<file path="config.mk">
export PLATFORM = sky130hd
export DESIGN_NAME = deadline_ru_first_fit_assigner
export DESIGN_NICKNAME = d
export VERILOG_FILES = /design/src/ddl_pkg.sv /design/src/ddl_cell.sv /design/src/deadline_ru_first_fit_assigner.sv
export SDC_FILE = /design/constraint.sdc
export NUM_CORES = 2
export LEC_CHECK = 0
export BUFFER_PORTS_ARGS = -buffer_cell sky130_fd_sc_hd__buf_2
export CORE_MARGIN = 2
export CORE_UTILIZATION = 60
export DETAILED_ROUTE_END_ITERATION = 8
export PLACE_DENSITY_LB_ADDON = 0.15
export SLEW_MARGIN = 0
export SYNTH_ARGS = -nofsm -noshare
export SYNTH_HDL_FRONTEND = slang
export SYNTH_SLANG_ARGS = --single-unit
</file>
<file path="constraint.sdc">
create_clock -name clk -period 15.7 [get_ports clk]
set_input_delay 3.14 -clock clk [delete_from_list [all_inputs] [get_ports clk]]
set_output_delay 3.14 -clock clk [all_outputs]
set_load 0.1 [all_outputs]
</file>
<file path="src/ddl_pkg.sv">
// ============================================================================
// ddl_pkg
// Shared types and constants for the deadline first-fit unit assigner.
// ============================================================================
package ddl_pkg;

    // field widths
    localparam int SLOT_W   = 16;
    localparam int FX_W     = 24;
    localparam int PEN_W    = 16;
    localparam int SCORE_W  = 32;
    localparam int IDX_W    = 3;
    localparam int UNITS_W  = 4;
    localparam int CFG_W    = 16;
    localparam int CFG_IDX_W = 1;

    // defaults for the top-level parameters
    localparam int MAX_UNITS_DEF = 8;
    localparam int FRAC_BITS_DEF = 8;

    // configuration register indexes
    localparam logic [CFG_IDX_W-1:0] REG_NUM_UNITS = 1'd0;
    localparam logic [CFG_IDX_W-1:0] REG_HORIZON   = 1'd1;

    // input item
    typedef struct packed {
        logic              first_of_batch;
        logic [SLOT_W-1:0] arrival_slot;
        logic [FX_W-1:0]   duration_fx;
        logic [FX_W-1:0]   deadline_fx;
        logic [PEN_W-1:0]  penalty_value;
    } in_item_t;

    // result item
    typedef struct packed {
        logic               admitted;
        logic [IDX_W-1:0]   unit_index;
        logic [SLOT_W-1:0]  finish_slot;
        logic [SCORE_W-1:0] total_score;
    } out_item_t;

    // packet terms broadcast to every cell
    typedef struct packed {
        logic [SLOT_W-1:0] arrival_slot;
        logic [FX_W-1:0]   duration_fx;
        logic [FX_W-1:0]   deadline_fx;
        logic [SLOT_W-1:0] horizon_slots;
    } probe_t;

    // shared control for the cell chain
    typedef struct packed {
        logic clear;    // zero the unit end
        logic seed_en;  // load the token from the seed input
        logic advance;  // hand the token to the next cell
        logic drop;     // remove the token
        logic write;    // token holder records its ceiling on a fit
    } cell_ctrl_t;

endpackage

</file>
<file path="src/ddl_cell.sv">
// ============================================================================
// ddl_cell
// One resource unit: holds its busy-until slot and, while it holds the
// search token, checks whether the current packet fits on it.
// ============================================================================
module ddl_cell #(
    parameter int FRAC_BITS = ddl_pkg::FRAC_BITS_DEF
) (
    input  logic                        clk,
    input  logic                        rst_n,
    input  ddl_pkg::cell_ctrl_t         ctrl,
    input  ddl_pkg::probe_t             probe,
    input  logic                        in_use,
    input  logic                        seed,
    input  logic                        prev_tok,
    output logic                        tok,
    output logic                        fit,
    output logic [ddl_pkg::SLOT_W-1:0]  ceil_slot
);
    import ddl_pkg::*;

    localparam int FW  = ((SLOT_W + FRAC_BITS) > FX_W ? (SLOT_W + FRAC_BITS) : FX_W) + 1;
    localparam int CEW = FW + 1;
    localparam logic [CEW-1:0] ONE_M1 = CEW'((64'd1 << FRAC_BITS) - 64'd1);

    logic [SLOT_W-1:0] end_slot_reg, end_slot_next;
    logic              tok_reg, tok_next;
    logic [SLOT_W-1:0] base;
    logic [FW-1:0]     fit_fx;
    logic [CEW-1:0]    ceil_w;
    logic              fits;

    // fit time and its ceiling against this unit's end
    always_comb
    begin
        base   = (probe.arrival_slot > end_slot_reg) ? probe.arrival_slot : end_slot_reg;
        fit_fx = (FW'(base) << FRAC_BITS) + FW'(probe.duration_fx);
        ceil_w = (CEW'(fit_fx) + ONE_M1) >> FRAC_BITS;
        fits   = tok_reg && (fit_fx <= FW'(probe.deadline_fx))
                 && (ceil_w < CEW'(probe.horizon_slots));
    end

    // token hand-off and end update
    always_comb
    begin
        tok_next = tok_reg;
        if (ctrl.drop)
            tok_next = 1'b0;
        else if (ctrl.seed_en)
            tok_next = seed;
        else if (ctrl.advance)
            tok_next = prev_tok & in_use;

        end_slot_next = end_slot_reg;
        if (ctrl.clear)
            end_slot_next = '0;
        else if (ctrl.write && fits)
            end_slot_next = ceil_w[SLOT_W-1:0];
    end

    always_ff @(posedge clk or negedge rst_n)
    begin
        if (!rst_n)
        begin
            tok_reg      <= 1'b0;
            end_slot_reg <= '0;
        end
        else
        begin
            tok_reg      <= tok_next;
            end_slot_reg <= end_slot_next;
        end
    end

    assign tok       = tok_reg;
    assign fit       = fits;
    assign ceil_slot = fits ? ceil_w[SLOT_W-1:0] : '0;

endmodule

</file>
<file path="src/deadline_ru_first_fit_assigner.sv">
// ============================================================================
// deadline_ru_first_fit_assigner
// Round-robin first-fit deadline admission over a chain of resource units.
// ============================================================================
// One packet is handled at a time. After acceptance the start unit is
// reduced below the unit count (one subtraction per cycle, only needed when
// the count shrank since the last packet), then a search token walks the
// chain of unit cells, one unit per cycle, from the start unit round the
// ring, until a unit fits or every unit in use has been tried. The result
// is held in a result register and moved into the output register once that
// is free. The next packet is taken as soon as the result sits in the output
// register, even if it has not yet been collected.
module deadline_ru_first_fit_assigner #(
    parameter int MAX_UNITS = ddl_pkg::MAX_UNITS_DEF,
    parameter int FRAC_BITS = ddl_pkg::FRAC_BITS_DEF
) (
    input  logic                           clk,
    input  logic                           rst_n,
    input  logic                           in_valid,
    output logic                           in_ready,
    input  ddl_pkg::in_item_t              in_data,
    output logic                           out_valid,
    input  logic                           out_ready,
    output ddl_pkg::out_item_t             out_data,
    input  logic                           cfg_write,
    input  logic [ddl_pkg::CFG_IDX_W-1:0]  cfg_index,
    input  logic [ddl_pkg::CFG_W-1:0]      cfg_data
);
    import ddl_pkg::*;

    localparam int UW = (MAX_UNITS > 1) ? $clog2(MAX_UNITS) : 1;
    localparam int CW = $clog2(MAX_UNITS + 1);

    typedef enum logic [3:0] {
        S_IDLE   = 4'b0001,
        S_WRAP   = 4'b0010,
        S_SEARCH = 4'b0100,
        S_DONE   = 4'b1000
    } state_t;

    state_t              state_reg, state_next;
    logic [UNITS_W-1:0]  num_units_reg;
    logic [SLOT_W-1:0]   horizon_reg;
    in_item_t            pkt_reg, pkt_next;
    logic [UW-1:0]       ptr_reg, ptr_next;
    logic [UW-1:0]       start_reg, start_next;
    logic [UW-1:0]       cur_reg, cur_next;
    logic [CW-1:0]       ctr_reg, ctr_next;
    logic [SCORE_W-1:0]  score_reg, score_next;
    out_item_t           res_reg, res_next;
    out_item_t           out_reg, out_next;
    logic                out_valid_reg, out_valid_next;

    logic [CW-1:0]        m_count;
    logic [UW-1:0]        last_idx;
    logic                 last_step;
    logic                 accept;
    logic                 any_fit;
    logic [SLOT_W-1:0]    found_ceil;
    logic [SCORE_W:0]     score_sum;
    logic [SCORE_W-1:0]   score_sat;
    cell_ctrl_t           ctrl;
    probe_t               probe;
    logic [MAX_UNITS-1:0] tok_vec, fit_vec, seed_vec, prev_vec, use_vec;
    logic [SLOT_W-1:0]    ceil_arr [MAX_UNITS];

    // configuration registers
    always_ff @(posedge clk or negedge rst_n)
    begin
        if (!rst_n)
        begin
            num_units_reg <= UNITS_W'(1);
            horizon_reg   <= '1;
        end
        else if (cfg_write)
        begin
            unique case (cfg_index)
                REG_NUM_UNITS: num_units_reg <= cfg_data[UNITS_W-1:0];
                REG_HORIZON:   horizon_reg   <= cfg_data[SLOT_W-1:0];
                default:       ;
            endcase
        end
    end

    // units in use, clamped to one..MAX_UNITS
    always_comb
    begin
        if (num_units_reg == '0)
            m_count = CW'(1);
        else if (32'(num_units_reg) > MAX_UNITS)
            m_count = CW'(MAX_UNITS);
        else
            m_count = CW'(num_units_reg);
        last_idx  = UW'(m_count - CW'(1));
        last_step = (ctr_reg == CW'(m_count - CW'(1)));
    end

    // cell chain
    assign probe.arrival_slot  = pkt_reg.arrival_slot;
    assign probe.duration_fx   = pkt_reg.duration_fx;
    assign probe.deadline_fx   = pkt_reg.deadline_fx;
    assign probe.horizon_slots = horizon_reg;

    genvar gi;
    generate
        for (gi = 0; gi < MAX_UNITS; gi++)
        begin : g_cell
            assign seed_vec[gi] = (start_reg == UW'(gi));
            assign use_vec[gi]  = (32'(gi) < 32'(m_count));
            if (gi == 0)
            begin : g_head
                assign prev_vec[gi] = tok_vec[last_idx];
            end
            else
            begin : g_link
                assign prev_vec[gi] = tok_vec[gi-1];
            end
            ddl_cell #(
                .FRAC_BITS (FRAC_BITS)
            ) u_cell (
                .clk       (clk),
                .rst_n     (rst_n),
                .ctrl      (ctrl),
                .probe     (probe),
                .in_use    (use_vec[gi]),
                .seed      (seed_vec[gi]),
                .prev_tok  (prev_vec[gi]),
                .tok       (tok_vec[gi]),
                .fit       (fit_vec[gi]),
                .ceil_slot (ceil_arr[gi])
            );
        end
    endgenerate

    // only the token holder can report a fit, so an or gathers its ceiling
    always_comb
    begin
        found_ceil = '0;
        for (int i = 0; i < MAX_UNITS; i++)
            found_ceil = found_ceil | ceil_arr[i];
        any_fit = |fit_vec;
    end

    // saturating score update
    always_comb
    begin
        score_sum = {1'b0, score_reg} + (SCORE_W + 1)'(pkt_reg.penalty_value);
        score_sat = score_sum[SCORE_W] ? '1 : score_sum[SCORE_W-1:0];
    end

    assign accept   = (state_reg == S_IDLE) && in_valid;
    assign in_ready = (state_reg == S_IDLE);

    // sequencer
    always_comb
    begin
        state_next     = state_reg;
        pkt_next       = pkt_reg;
        ptr_next       = ptr_reg;
        start_next     = start_reg;
        cur_next       = cur_reg;
        ctr_next       = ctr_reg;
        score_next     = score_reg;
        res_next       = res_reg;
        out_next       = out_reg;
        out_valid_next = out_valid_reg && !out_ready;
        ctrl           = '0;

        unique case (state_reg)
            S_IDLE:
            begin
                if (accept)
                begin
                    pkt_next   = in_data;
                    ctrl.clear = in_data.first_of_batch;
                    if (in_data.first_of_batch)
                    begin
                        ptr_next   = '0;
                        score_next = '0;
                        start_next = '0;
                    end
                    else
                        start_next = ptr_reg;
                    state_next = S_WRAP;
                end
            end
            S_WRAP:
            begin
                if (32'(start_reg) >= 32'(m_count))
                    start_next = start_reg - UW'(m_count);
                else
                begin
                    ctrl.seed_en = 1'b1;
                    cur_next     = start_reg;
                    ctr_next     = '0;
                    state_next   = S_SEARCH;
                end
            end
            S_SEARCH:
            begin
                ctrl.write = 1'b1;
                if (any_fit)
                begin
                    ctrl.drop            = 1'b1;
                    ptr_next             = (cur_reg == last_idx) ? '0 : cur_reg + UW'(1);
                    score_next           = score_sat;
                    res_next.admitted    = 1'b1;
                    res_next.unit_index  = IDX_W'(cur_reg);
                    res_next.finish_slot = found_ceil;
                    res_next.total_score = score_sat;
                    state_next           = S_DONE;
                end
                else if (last_step)
                begin
                    ctrl.drop            = 1'b1;
                    res_next.admitted    = 1'b0;
                    res_next.unit_index  = '0;
                    res_next.finish_slot = '0;
                    res_next.total_score = score_reg;
                    state_next           = S_DONE;
                end
                else
                begin
                    ctrl.advance = 1'b1;
                    cur_next     = (cur_reg == last_idx) ? '0 : cur_reg + UW'(1);
                    ctr_next     = ctr_reg + CW'(1);
                end
            end
            S_DONE:
            begin
                if (!out_valid_reg || out_ready)
                begin
                    out_next       = res_reg;
                    out_valid_next = 1'b1;
                    state_next     = S_IDLE;
                end
            end
            default:
                state_next = S_IDLE;
        endcase
    end

    // control registers
    always_ff @(posedge clk or negedge rst_n)
    begin
        if (!rst_n)
        begin
            state_reg     <= S_IDLE;
            ptr_reg       <= '0;
            score_reg     <= '0;
            out_valid_reg <= 1'b0;
            start_reg     <= '0;
            cur_reg       <= '0;
            ctr_reg       <= '0;
        end
        else
        begin
            state_reg     <= state_next;
            ptr_reg       <= ptr_next;
            score_reg     <= score_next;
            out_valid_reg <= out_valid_next;
            start_reg     <= start_next;
            cur_reg       <= cur_next;
            ctr_reg       <= ctr_next;
        end
    end

    // payload registers
    always_ff @(posedge clk)
    begin
        pkt_reg <= pkt_next;
        res_reg <= res_next;
        out_reg <= out_next;
    end

    assign out_valid = out_valid_reg;
    assign out_data  = out_reg;

    // exactly one cell holds the token while searching
    a_token_onehot : assert property (@(posedge clk) disable iff (!rst_n)
        (state_reg == S_SEARCH) |-> $onehot(tok_vec))
        else $error("search token lost or duplicated");

    // token never sits in the chain outside a search
    a_token_idle : assert property (@(posedge clk) disable iff (!rst_n)
        (state_reg != S_SEARCH) |-> (tok_vec == '0))
        else $error("stray search token");

    // the token position tracked by the sequencer matches the chain
    a_token_pos : assert property (@(posedge clk) disable iff (!rst_n)
        (state_reg == S_SEARCH) |-> tok_vec[cur_reg])
        else $error("token position mismatch");

    // an admitted packet always finishes below the horizon
    a_finish_horizon : assert property (@(posedge clk) disable iff (!rst_n)
        (out_valid_reg && out_reg.admitted) |-> (out_reg.finish_slot < horizon_reg))
        else $error("finish slot not below horizon");

endmodule
</file>
**Yosys cells after proc, flatten, opt, wreduce, memory -nomap -nowiden**

Cells that the tools add are included.

- Reduce and logical (&&, ||, !) cells: 55
- Equal/unequal tests: 22
- Multiplexer cells: 99
- Add/subtract/negate cells: 21
- Order comparisons: 35
- Bitwise operators: 16

Operators by type and width:

| cell | count |
|---|---|
| two-way mux 16 bit | 32 |
| adder 25 x 8 -> 26 bit, second input constant | 8 |
| adder 24 x 24 -> 25 bit | 8 |
| <= comparator 25 x 24 -> 1 bit | 8 |
| less-than comparator 18 x 16 -> 1 bit | 8 |
| greater-than comparator 16 bit | 8 |
| two-way mux 32 bit | 4 |
| OR 16 bit | 7 |
| case mux 32 bit (2 select lines) | 1 |
| two-way mux 52 bit | 1 |
| two-way mux 51 bit | 1 |
| two-way mux 4 bit | 10 |
| two-way mux 1 bit | 35 |
| adder 32 x 16 -> 33 bit | 1 |
| two-way mux 3 bit | 9 |
| logical AND 1 bit | 26 |
| nonzero test 2 bit | 12 |
| case mux 3 bit (2 select lines) | 3 |
| less-than comparator 3 x 4 -> 1 bit, first input constant | 4 |
| case mux 4 bit (4 select lines) | 1 |
| equality test 3 bit, second input constant | 4 |
| inequality test 2 bit, second input constant | 6 |
| AND reduction 4 bit | 3 |
| AND reduction 2 bit | 5 |
| 30 further kinds | 43 |

- Word-level logic and storage cells: 285
- Flip-flop bits (word level): 390
- Bits of input ports: 103
- Output and inout bits: 54

**Logic depth before layout (Yosys ltp)**

- Word-level depth: 15
- Mapped depth: 43

**Cells and area by module**

Synthesis repeated with hierarchy kept, for this count alone.

- Cells, all modules: 4970
- Area, all modules: 43031.3 um2

Modules (own cells, without submodules):

| module | area an instance (um2) | seq. area each (um2) | cells each | times used |
|---|---|---|---|---|
| ddl_cell (g_cell[1].u_cell ...) | 3928.8 | 425.4 | 485 | 4 |
| deadline_ru_first_fit_assigner | 10924.2 | 7299.5 | 831 | 1 |
| ddl_cell (g_cell[4].u_cell) | 4229.1 | 425.4 | 555 | 1 |
| ddl_cell (g_cell[7].u_cell) | 4142.7 | 425.4 | 595 | 1 |
| ddl_cell (g_cell[0].u_cell) | 4047.6 | 425.4 | 554 | 1 |
| ddl_cell (g_cell[3].u_cell) | 3972.6 | 425.4 | 495 | 1 |

**Least setup slack after synthesis**

OpenSTA, ideal clock, no wires.

- Path kind: input-to-reg
- Start point: input in_valid
- End point: register g_cell[7].u_cell.end_slot_reg[15]
- Stages on the path: 7
- Path slack: 5490 ps
- Buffers on the path: 2
- Library setup time: 136 ps
- Arrival time: 10074 ps
- Path through: nand3b_1 nor3_1 nand2_1 clkbuf_1 buf_1 nand3_1 o21ai_0

- Cells in the longest elaborated chain, start to end: 4
- Elaborated cells between the ends (all ways): 5
- Those cells by class: mux: 3; reduce/logical: 2

RTL lines:

| what | RTL line | source |
|---|---|---|
| start, declared | deadline_ru_first_fit_assigner.sv:19 | `input logic in_valid,` |
| logical AND 1 bit * | deadline_ru_first_fit_assigner.sv:151 | `assign accept = (state_reg == S_IDLE) && in_valid;` |
| two-way mux 1 bit * | deadline_ru_first_fit_assigner.sv:172 | `if (accept)` |
| two-way mux 1 bit * | deadline_ru_first_fit_assigner.sv:169 | `unique case (state_reg)` |
| two-way mux 16 bit or nonzero test 2 bit (tied branches) | -- |  |
| end signal, assigned | ddl_cell.sv:71 | `end_slot_reg <= end_slot_next;` |
| end, declared | ddl_cell.sv:26 | `logic [SLOT_W-1:0] end_slot_reg, end_slot_next;` |

Mark *: on every way between the ends. The rest lies on a longest branch, timed or not.
A chain may end at the register's enable or synchronous reset.

**Worst setup path in the final report**

- Start point: register pkt_reg[64] in the netlist's numbering
- End point: register res_reg[28] in the netlist's numbering, enable pin

- Cells in the longest elaborated chain, start to end: 9
- Elaborated cells between the ends (all ways): 67
- Those cells by class: add/sub: 16; order compare: 24; mux: 8; reduce/logical: 19

RTL lines:

| what | RTL line | source |
|---|---|---|
| start, declared | deadline_ru_first_fit_assigner.sv:44 | `in_item_t pkt_reg, pkt_next;` |
| start signal, assigned | deadline_ru_first_fit_assigner.sv:271 | `pkt_reg <= pkt_next;` |
| greater-than comparator 16 bit | ddl_cell.sv:36 | `base = (probe.arrival_slot > end_slot_reg) ? probe.arrival_slot : end_slot_reg;` |
| two-way mux 16 bit | ddl_cell.sv:36 |  |
| adder 24 x 24 -> 25 bit | ddl_cell.sv:37 | `fit_fx = (FW'(base) << FRAC_BITS) + FW'(probe.duration_fx);` |
| adder 25 x 8 -> 26 bit or <= comparator 25 x 24 -> 1 bit (tied branches) | ddl_cell.sv:38, ddl_cell.sv:39 |  |
| less-than comparator 18 x 16 -> 1 bit or logical AND 1 bit (tied branches) | ddl_cell.sv:40, ddl_cell.sv:39 |  |
| logical AND 1 bit | ddl_cell.sv:40 | `&& (ceil_w < CEW'(probe.horizon_slots));` |
| OR reduction 8 bit * | deadline_ru_first_fit_assigner.sv:141 | `any_fit = \|fit_vec;` |
| nonzero test 2 bit (no source line) * | -- |  |
| AND reduction 2 bit (no source line) * | -- |  |
| end signal, assigned | deadline_ru_first_fit_assigner.sv:272 | `res_reg <= res_next;` |
| end, declared | deadline_ru_first_fit_assigner.sv:50 | `out_item_t res_reg, res_next;` |

Marked as above.

==> impl_metrics.tcl <==
set metrics [dict create \
    cts_buffers 48 \
    grt_pass1_vias 30480 \
    die_x_um 247.9 \
    io_buffers 156 \
    cp_slowest_cell "a31oi_4" \
    grt_usage 0.4139 \
    hold_ws_ns 0.4190 \
    dp_cells 4773 \
    drt_iter0_markers 3728 \
    fmax_mhz 92.53 \
    critPathMaxStageDelay_ns 0.85 \
    rr_startpoint "pkt_reg[64]$_DFFE_PP_" \
    rsz0062_at_grt "no" \
    avgSynthCellArea_um2 9.147 \
    cp.required_ns 15.94 \
    layout_common_cells "538 x ha_1, 364 x nand2_1, 266 x inv_1" \
    cts_resized 0 \
    crit_path_start_kind "flip-flop" \
    ys_seq_area_frac 0.2998 \
    clk_latency_ns 0.61 \
    globalplace.congestion 1.063 \
    crit_arrival_ns 11.05 \
    nFillCells 4895 \
    num_vias 32520 \
    clock_path_buffers 3 \
    cellLeakagePower_uw 0.01731 \
    syn_to_final_growth_pct 9.841 \
    hold_start "res_reg[27]$_DFFE_PP_" \
    outcome "finished, final reports clean" \
    cts_max_level 2 \
    fin_ws_ns 4.892 \
    place_ws_ns 5.114 \
    wl_per_cell_um 26.38 \
    synth_area_mm2 0.03570 \
    r2r_slack_ns 4.89 \
    worst_slew_pin_slew_ns 1.313 \
    worst_setup_path_end_kind "flip-flop" \
    grt_pass1_wl_mm 188.3 \
    finalSetupViolCount 0 \
    hold_class "reg2reg" \
    dr.pass1.iters 9 \
    overflow 0 \
    timing_hold_violations_final 0 \
    cp_common_cell "o21a_1" \
    start_util 0.6061 \
    path_max_fanout 32 \
    nets 4701 \
    cts_root_buf "clkbuf_16" \
    final_common_cell "ha_1" \
    synth_flop_cell "dfrtp_1" \
    whs_endpoint "out_data[27]$_DFFE_PP_" \
    setup.worst_path.class "reg2reg" \
    cap_viol_max_count 0 \
    clock_sinks 390 \
    final_core_util 0.6657 \
    slew_viol_final 0 \
    dp_hpwl_mm 92.62 \
    ys_types 113 \
    syn-num-nets 4554 \
    grt_start_max_net_pins 90 \
    io_pins 157 \
    antenna_found_initial 6 \
    rr_endpoint "res_reg[28]$_DFFE_PP_" \
    final_layout_size_suffix_gt1_frac 0.1318 \
    finalCriticalPeriod_ns 10.81 \
    ant_nets 0 \
    instances_no_fill 4866 \
    cts_setup_buffers 0 \
    fin_worst_skew_ns 0.01587 \
    cts_tree "done" \
    ys.warnings.count 0 \
    maxSlewHeadroom 0.1244 \
    totalWireLength_mm 128.4 \
    synth_cells 3903 \
    largest_reg_flops 128 \
    synthArstFlopShare 0.5282 \
    std_cell_rows 89 \
    fin_crit_sh 0.6884 \
    ir_worst_vdd_mv 0.1338 \
    hold_path_depth 0 \
    die_area_mm2 0.06147 \
    drcViolationCount 0 \
    core_mm2 0.05891 \
    tns_ns 0 \
    p_per_area_mw_per_mm2 238.2 \
    die_h_um 247.9 \
    r2r_cells 37 \
    synth-seq-cells 390 \
    path_clk_slew_ns 0.06 \
    synth_edf_count 184 \
    cts_hold_buf 0 \
    via_per_inst 6.683 \
]
-- per-layer routing --
| layer | global-route usage | wire length, um | share of wire | vias up |
|---|---|---|---|---|
| met5 | 0 | 0 | 0 | - |
| met4 | 0.2496 | 8986 | 0.070 | 0 |
| li1 | - | - | - | 14890 |
| met2 | 0.6031 | 53280 | 0.42 | 1735 |
| met3 | 0.09018 | 14900 | 0.12 | 387 |
| met1 | 0.5615 | 51210 | 0.40 | 15510 |
-- final cells by class --
type                    instances  area [um2]  share of cell area
diodes                          4       10.01           0.0002552
clock buffers                  51        1212             0.03092
clock inverters                38       462.9             0.01181
inverters                     266       998.5             0.02546
multi-input cells            3121       23570              0.6010
flip-flops and latches        390       10700              0.2729
well taps                     773       967.2             0.02466
repair buffers                223        1294             0.03299
-- per-stage QoR --
stage          power, uW  cell area (um2)
2_1_floorplan       5989            35700
3_3_place_gp        7797            37530
3_5_place_dp        7896            37530
4_1_cts             9127            39210
5_1_grt             9953            39210
6_report            9340            39220
-- Yosys cell counts, types with 78 or more instances --
cell type	n	area, um2
a21o_1	87	653.1
a21oi_1	260	1301
clkbuf_1	89	334.1
dfrtp_1	188	4705
edfxtp_1	184	5525
ha_1	538	6731
inv_1	266	998.5
mux2_2	135	1520
nand2_1	365	1370
nand3_1	153	765.7
nand4_1	81	506.7
nor2_1	192	720.7
o21ai_0	224	1121
o31ai_1	78	585.6
xnor2_1	120	1051
xor2_1	88	770.7
-- cells by family after synthesis --
group	share of synthesized area
fa+ha+maj	0.1942
compound gates	0.1991
flops	0.2998
simple gates	0.1659
mux	0.04665
xor+xnor	0.05194
buf+inv	0.04244
-- worst max-delay path by stage --
stage / from / endpoint / slack [ns] / cells past startpoint
floorplan: in_valid / g_cell[7].u_cell.end_slot_reg[15]$_DFFE_PN0P_ / 5.49 / 7
global placement: pkt_reg[64]$_DFFE_PP_ / res_reg[6]$_DFFE_PP_ / 5.37 / 34
detailed placement: pkt_reg[64]$_DFFE_PP_ / res_reg[7]$_DFFE_PP_ / 5.11 / 37
CTS: pkt_reg[64]$_DFFE_PP_ / res_reg[15]$_DFFE_PP_ / 5.05 / 37
global route: pkt_reg[64]$_DFFE_PP_ / res_reg[20]$_DFFE_PP_ / 4.31 / 37
finish: pkt_reg[64]$_DFFE_PP_ / res_reg[28]$_DFFE_PP_ / 4.89 / 37
-- worst max-delay path, delay by kind of cell (launching register included) --
family	cells	cell delay (ns)
AND/OR/NAND/NOR	7	1.33
XOR/XNOR	1	0.20
AO/OA/AOI/OAI	20	5.59
buffers and inverters	4	1.27
adder cells (fa/ha/maj)	4	1.13
flip-flops	1	0.58
multiplexers	1	0.29
-- power breakdown --
group / internal [uW] / switching (uW) / leakage [uW] / total (uW)
clock: 713 / 493 / 0.000798 / 1210
sequential: 1290 / 166 / 0.00448 / 1450
combinational: 2440 / 4240 / 0.0120 / 6680
No activity file was read; power rests on OpenSTA's default activity.
